**src/rsk_pkg.sv**
```systemverilog
// Package: record, payload, key and state types for the record sorter
`timescale 1ns / 1ps
package rsk_pkg;

  localparam int KeyW = 160;

  typedef enum logic [1:0] {
    MODE_ORDER = 2'd0,
    MODE_NAME  = 2'd1,
    MODE_LIT   = 2'd2,
    MODE_POP   = 2'd3
  } mode_t;

  typedef struct packed {
    logic [63:0] name_bytes_first;
    logic [63:0] name_bytes_middle;
    logic [31:0] name_bytes_final;
    logic [30:0] head_count;
    logic [13:0] literate_share;
    logic        batch_end;
  } in_t;

  typedef struct packed {
    logic [63:0] out_name_first;
    logic [63:0] out_name_middle;
    logic [31:0] out_name_final;
    logic [30:0] out_head_count;
    logic [13:0] out_literate_share;
    logic        run_end;
    logic        overflow_seen;
  } out_t;

  typedef struct packed {
    logic [63:0] name_first;
    logic [63:0] name_middle;
    logic [31:0] name_final;
    logic [30:0] head_count;
    logic [13:0] literate_share;
  } rec_t;

  typedef logic [KeyW-1:0] key_t;

  typedef enum logic [1:0] {
    ST_LOAD  = 2'd0,
    ST_SCAN  = 2'd1,
    ST_DRAIN = 2'd2,
    ST_EMIT  = 2'd3
  } state_t;

  function automatic key_t key_of(input rec_t r, input mode_t m);
    key_t k;
    k = '0;
    case (m)
      MODE_NAME: k = {r.name_first, r.name_middle, r.name_final};
      MODE_LIT:  k = {{(KeyW - 14){1'b0}}, r.literate_share};
      MODE_POP:  k = {{(KeyW - 31){1'b0}}, r.head_count};
      default:   k = '0;
    endcase
    return k;
  endfunction

endpackage

```
**src/rsk_ram.sv**
```systemverilog
// Generic single-port-write, registered-read RAM
`timescale 1ns / 1ps
module rsk_ram #(
  parameter int WIDTH = 8,
  parameter int DEPTH = 8
) (
  input  logic                     clk,
  input  logic                     we,
  input  logic [$clog2(DEPTH)-1:0] waddr,
  input  logic [WIDTH-1:0]         wdata,
  input  logic [$clog2(DEPTH)-1:0] raddr,
  output logic [WIDTH-1:0]         rdata
);
  logic [WIDTH-1:0] mem [DEPTH];

  always_ff @(posedge clk) begin
    if (we) begin
      mem[waddr] <= wdata;
    end
    rdata <= mem[raddr];
  end
endmodule

```
**src/record_sort_by_key_core.sv**
```systemverilog
// Top level: loads a batch of records into RAM and emits them sorted by key
// Order: after the batch-end record, the RAM is scanned once per result (SCAN,
// then DRAIN for the last read), and the result is held in EMIT until taken.
// Throughput: one record per cycle while loading; emission costs one full RAM
// scan per result, and no new record is taken until the batch has drained.
// Reset: synchronous, active low; clears count, drop flag, mode and FSM.
`timescale 1ns / 1ps
module record_sort_by_key_core #(
  parameter int RECORDS = 8
) (
  input  logic          clk,
  input  logic          rst_n,
  input  logic          in_valid,
  output logic          in_ready,
  input  rsk_pkg::in_t  in_data,
  output logic          out_valid,
  input  logic          out_ready,
  output rsk_pkg::out_t out_data,
  input  logic          cfg_we,
  input  logic [1:0]    cfg_wdata
);
  localparam int AW = $clog2(RECORDS);
  localparam int CW = $clog2(RECORDS + 1);

  rsk_pkg::state_t state_r, state_nxt;
  rsk_pkg::mode_t  mode_r;
  logic [CW-1:0]   cnt_r, rank_r;
  logic            drop_r;
  logic [AW-1:0]   scan_r;
  logic            rd_vld_r;
  logic [AW-1:0]   rd_idx_r;
  rsk_pkg::rec_t   rd_rec, wr_rec, best_rec_r;
  rsk_pkg::key_t   best_key_r, prev_key_r, rd_key;
  logic [AW-1:0]   best_idx_r, prev_idx_r;
  logic            best_vld_r, prev_vld_r;
  logic            in_xfer, out_xfer, full, last_scan, gt_prev, lt_best, take;

  assign in_xfer   = in_valid && in_ready;
  assign out_xfer  = out_valid && out_ready;
  assign full      = (cnt_r == CW'(RECORDS));
  assign last_scan = (scan_r == AW'(cnt_r - CW'(1)));

  assign wr_rec = '{name_first: in_data.name_bytes_first,
                    name_middle: in_data.name_bytes_middle,
                    name_final: in_data.name_bytes_final,
                    head_count: in_data.head_count,
                    literate_share: in_data.literate_share};

  rsk_ram #(.WIDTH($bits(rsk_pkg::rec_t)), .DEPTH(RECORDS)) u_ram (
    .clk   (clk),
    .we    (in_xfer && !full),
    .waddr (cnt_r[AW-1:0]),
    .wdata (wr_rec),
    .raddr (scan_r),
    .rdata (rd_rec)
  );

  assign rd_key  = rsk_pkg::key_of(rd_rec, mode_r);
  assign gt_prev = !prev_vld_r || (rd_key > prev_key_r) ||
                   (rd_key == prev_key_r && rd_idx_r > prev_idx_r);
  assign lt_best = !best_vld_r || (rd_key < best_key_r) ||
                   (rd_key == best_key_r && rd_idx_r < best_idx_r);
  assign take    = rd_vld_r && gt_prev && lt_best;

  always_comb begin
    state_nxt = state_r;
    case (state_r)
      rsk_pkg::ST_LOAD:  if (in_xfer && in_data.batch_end) state_nxt = rsk_pkg::ST_SCAN;
      rsk_pkg::ST_SCAN:  if (last_scan) state_nxt = rsk_pkg::ST_DRAIN;
      rsk_pkg::ST_DRAIN: state_nxt = rsk_pkg::ST_EMIT;
      rsk_pkg::ST_EMIT: begin
        if (out_xfer) begin
          state_nxt = (rank_r == CW'(cnt_r - CW'(1))) ? rsk_pkg::ST_LOAD : rsk_pkg::ST_SCAN;
        end
      end
      default:           state_nxt = rsk_pkg::ST_LOAD;
    endcase
  end

  always_comb begin
    in_ready  = (state_r == rsk_pkg::ST_LOAD);
    out_valid = (state_r == rsk_pkg::ST_EMIT);
    out_data  = '{out_name_first: best_rec_r.name_first,
                  out_name_middle: best_rec_r.name_middle,
                  out_name_final: best_rec_r.name_final,
                  out_head_count: best_rec_r.head_count,
                  out_literate_share: best_rec_r.literate_share,
                  run_end: (rank_r == CW'(cnt_r - CW'(1))),
                  overflow_seen: drop_r};
  end

  always_ff @(posedge clk) begin
    if (!rst_n) begin
      state_r    <= rsk_pkg::ST_LOAD;
      mode_r     <= rsk_pkg::MODE_ORDER;
      cnt_r      <= '0;
      rank_r     <= '0;
      drop_r     <= 1'b0;
      scan_r     <= '0;
      rd_vld_r   <= 1'b0;
      best_vld_r <= 1'b0;
      prev_vld_r <= 1'b0;
    end else begin
      state_r  <= state_nxt;
      rd_vld_r <= (state_r == rsk_pkg::ST_SCAN);
      if (cfg_we) begin
        mode_r <= rsk_pkg::mode_t'(cfg_wdata);
      end
      if (in_xfer) begin
        if (full) begin
          drop_r <= 1'b1;
        end else begin
          cnt_r <= cnt_r + CW'(1);
        end
      end
      if (state_r == rsk_pkg::ST_SCAN) begin
        scan_r <= last_scan ? '0 : scan_r + AW'(1);
      end
      if (out_xfer) begin
        best_vld_r <= 1'b0;
      end else if (take) begin
        best_vld_r <= 1'b1;
      end
      if (out_xfer) begin
        if (rank_r == CW'(cnt_r - CW'(1))) begin
          cnt_r      <= '0;
          rank_r     <= '0;
          drop_r     <= 1'b0;
          prev_vld_r <= 1'b0;
        end else begin
          rank_r     <= rank_r + CW'(1);
          prev_vld_r <= 1'b1;
        end
      end
    end
  end

  always_ff @(posedge clk) begin
    rd_idx_r <= scan_r;
    if (take) begin
      best_rec_r <= rd_rec;
      best_key_r <= rd_key;
      best_idx_r <= rd_idx_r;
    end
    if (out_xfer) begin
      prev_key_r <= best_key_r;
      prev_idx_r <= best_idx_r;
    end
  end
endmodule

```
**config.mk**
```make
export PLATFORM = sky130hd
export DESIGN_NAME = record_sort_by_key_core
export DESIGN_NICKNAME = d
export VERILOG_FILES = /design/src/rsk_pkg.sv /design/src/rsk_ram.sv /design/src/record_sort_by_key_core.sv
export SDC_FILE = /design/constraint.sdc
export NUM_CORES = 2
export LEC_CHECK = 0
export BUFFER_PORTS_ARGS = -buffer_cell sky130_fd_sc_hd__clkbuf_2
export CAP_MARGIN = 15
export CELL_PAD_IN_SITES_DETAIL_PLACEMENT = 0
export CELL_PAD_IN_SITES_GLOBAL_PLACEMENT = 2
export CORE_ASPECT_RATIO = 1.2
export CORE_MARGIN = 3
export CORE_UTILIZATION = 48
export DETAILED_ROUTE_END_ITERATION = 10
export PLACE_DENSITY_LB_ADDON = 0.1
export SETUP_SLACK_MARGIN = 0.3
export SLEW_MARGIN = 10
export SYNTH_ARGS = -nofsm -noshare
export SYNTH_HDL_FRONTEND = slang
export SYNTH_SLANG_ARGS = --single-unit
export TNS_END_PERCENT = 30
```
**constraint.sdc**
```tcl
create_clock -name clk -period 30.2 [get_ports clk]
set_clock_uncertainty 0.1 [all_clocks]
set_input_delay 3.02 -clock clk [delete_from_list [all_inputs] [get_ports clk]]
set_output_delay 3.02 -clock clk [all_outputs]
set_load 0.1 [all_outputs]
```
==> qor.txt <==
Pwr per Cell Area - 82.78 nW/um^2
Minimum clock period - 6.342 ns
I/O pin count - 422
Placed inst area - 97,290 um^2
Actual slew at the worst max-slew pin - 1.290 ns
Synth Instances - 4,587
Min-Delay Startpoint - u_ram.rdata[97]
Worst setup endpoint - out_data[1]
EDFF count, synth - 2,171
Setup Viol. Count Final - 0
Cell mode on critical path - inv_1
CTS H-tree lvls - 4
Grt ovf - 0
Clock sink total - 2,398
Seq/Total Area, Yosys - 75.83%
Share of the synthesized area in the top cell type - 70.89%
DR WL/cell - 25.97 um
Syn nets - 5,130
CTS tree - yes
Int Pwr - 6.303 mW
Nets - 5,699
Critical Path Sink Type - output pin
Largest net degree at the start of global routing - 152
Setup repair bufs after CTS - 0
Final worst slack - 23.86 ns
Post-route ant nets - 0
Sw frac - 27.49%
Die Ht - 485.5 um
Worst R2R Setup Slack - 23.87 ns
Reg2reg start - mode_r[0]
Worst VDD drop - 0.09949 mV
First-pass GRT wire length - 301,300 um
Synth Register Bits - 2,398
Gr usage total - 20.87%
Longest Clk Path Bufs - 3
Clock-pin slew on the worst setup and hold paths - 0.06 ns
Yosys cell types - 58
Startpoint class of the critical path - register
Vias per cell - 5.526
Chip width - 405.6 um
Share of layout cells above drive strength 1 - 27.36%
RePlAce Congestion - 0.7652
Initial antenna violation count - 43
Routed WL - 204,000 um
Number of port buffers - 421
Count of final hold-check violations - 0
Unrepaired setup endpoints after global routing - no
Critical path's slowest cell - dfxtp_1
Status - completed
Flop pwr share - 49.5%
Max layer used - met5
Vias - 43,410
DRT Pass-1 Iters - 5
Die area - 196,900 um^2
Final Max Tran Viols - 0
Post-route cell area - 105,000 um^2
Critical Path Source - cnt_r[0]
Multi-input logic area - 20,450 um^2
Hold/Removal Path Class - register to register
Max Cap Viol - 0
Lkg Pwr - 37.00 nW
Met1 Wirelength - 87,650 um
Sw Pwr - 2.389 mW
DRC Markers - 0
Fill cell count - 14,770
Crit path cell chain - inv_1, ha_1, xnor2_1, xor2_1, nand4_1, inv_1, clkbuf_2
DRT iter0 DRCs - 2,900
Initial Utilization - 48.39%
Max FO, Critical Path - 11
Clock power share - 33.3%
Most area-hungry cell type in the Yosys netlist - edfxtp_1
Final core utilization - 55.25%
Synth area leaders - edfxtp_1, mux4_2, dfxtp_1
Core Area - 190,100 um^2
Post-place setup slack - 23.57 ns
Detailed placement HPWL - 118,500 um
Critical path's largest stage delay - 0.62 ns
CTS-repair resized insts - 0
Register area - 69,750 um^2
Critical Path AT - 3.22 ns
Combinational share of power - 17.2%
Crit share post-route - 21.00%
Async SR Flop Fraction - 0%
Area Growth Syn to Fin - 14.18%
Fmax - 157.7 MHz
Crit path kind - register to output pin
Final TNS setup - 0 ns
Main synth FF type - edfxtp_1
Mapped cell area - 91,960 um^2
Reg2reg path depth - 13
Hold_buf cts - 0
Worst EP required - 27.08 ns
Syn avg cell area - 20.05 um^2
Vias in the first global route - 45,790
Clk_lat worst skew - 0.87 ns
Met2 wire length - 98,260 um
DR WL met3 - 14,170 um
Yosys synthesis warning count - 0
Rel. slew slack - 13.97%
Placement row count - 175
Root Driver - clkbuf_16
R2R Path End - out_data[120]
Num CTS Buffers - 230
-- cell type report --
type / count / area share [%]
clock buffer: 325 / 6.142
antenna: 16 / 0.03813
inverter: 343 / 1.233
timing repair buffer: 479 / 2.562
multi-input combinational: 1704 / 19.48
sequential: 2398 / 66.43
clock inverter: 113 / 1.167
tap: 2478 / 2.953
-- per-layer routing --
| metal | global-route usage, % | vias to the layer above |
|---|---|---|
| met4 | 4.639 | 26 |
| li1 | - | 19420 |
| met2 | 33.78 | 955 |
| met3 | 5.893 | 279 |
| met5 | 0 | - |
| met1 | 28.32 | 22730 |
-- power groups by stage --
stage               Clock (mW)  Combinational, mW  Sequential (mW)
finish                    2.89               1.50             4.30
global route              3.10               1.62             4.33
CTS                       2.97               1.54             4.31
detailed placement           0               1.54             4.38
global placement             0               1.53             4.37
floorplan                    0              0.849             4.69
-- metrics by stage --
stage                     cells  total power [mW]  hold WS (ns)
after floorplan            4587             5.537        0.2290
after global placement     7401             5.900        0.3098
after detailed placement   7402             5.911        0.3133
after CTS                  7840             8.820        0.3272
after global routing       7842             9.055        0.3382
final                      7856             8.692        0.3242
-- cells in the final DEF (no fill, tap or decap), types with 6 or more instances in the layout --
master	netlist	layout
edfxtp_1	2171	2171
o21ai_0	36	36
nor4_1	13	13
dfxtp_1	227	222
nor2_4	0	6
a221oi_1	6	6
nand4_1	72	72
a21o_1	70	70
ha_1	330	330
o211ai_1	9	9
bufinv_16	0	21
clkbuf_8	0	23
clkinv_1	1	35
nor3_1	12	10
a31oi_1	7	6
buf_4	2	45
clkbuf_1	91	67
buf_12	0	12
and2_1	129	129
a22o_1	13	13
mux4_2	410	410
mux2i_1	20	20
clkinv_2	0	44
xor2_1	10	10
nor2_1	46	40
clkbuf_2	0	421
nor2b_1	24	24
inv_1	342	341
mux2_2	219	219
nand2_1	54	54
diode_2	0	16
a21oi_1	115	115
a211oi_1	14	14
nand3_1	35	35
clkbuf_16	0	235
-- sequential cells by signal (all words and copies together), names as in the netlist --
name         flops
cnt_r            4
best_idx_r       3
prev_key_r     160
rd_idx_r         3
drop_r           1
rd_vld_r         1
mode_r           2
out_data       205
best_key_r     160
best_vld_r       1
prev_vld_r       1
rank_r           4
u_ram.rdata    205
state_r          2
scan_r           3
prev_idx_r       3
u_ram.mem     1640
-- cell usage after synthesis (all sizes together), types with 2 or more instances --
library cell  count
a2111oi           4
a211o             2
a211oi           14
a21boi            2
a21o             70
a21oi           115
a221o             3
a221oi            6
a22o             13
a31o              3
a31oi             7
and2            129
and3              2
and4              2
buf              51
clkbuf           91
dfxtp           227
edfxtp         2171
ha              330
inv             342
mux2            219
mux2i            20
mux4            410
nand2            54
nand2b            4
nand3            35
nand3b            3
nand4            72
nor2             46
nor2b            25
nor3             12
nor4             13
o211ai            9
o21a              4
o21ai            37
o221ai            5
o311ai            2
o31a              2
or2               2
or3               4
xnor2             4
xor2             10
-- worst min path at each step --
| stage | endpoint | slack (ns) | cells after the start |
|---|---|---|---|
| after floorplan | rd_idx_r[2] | 0.23 | 0 |
| after global routing | out_data[105] | 0.34 | 0 |
| after CTS | out_data[99] | 0.33 | 0 |
| after global placement | out_data[95] | 0.31 | 0 |
| final | out_data[99] | 0.32 | 0 |
| after detailed placement | out_data[99] | 0.31 | 0 |
-- cell families (layout without fill, tap and decap cells) --
group | after synthesis | after routing | share of synthesized area [%]
flops | 2398 | 2398 | 75.83
mux | 649 | 649 | 12.94
buf+inv | 485 | 1260 | 2.004
simple gates | 405 | 405 | 2.444
fa+ha+maj | 331 | 331 | 4.501
compound gates | 305 | 305 | 2.144
xor+xnor | 14 | 14 | 0.1333
other cells | 0 | 16 | 0
-- worst max-delay path, delay by kind of cell, from the launching register on --
family | cells | cell delay [ns]
buffers and inverters | 3 | 0.79
flip-flops | 1 | 0.62
XOR/XNOR | 2 | 0.46
adder cells (fa/ha/maj) | 1 | 0.28
AND/OR/NAND/NOR | 1 | 0.18
Note: power is estimated with default switching activity, not from simulation.
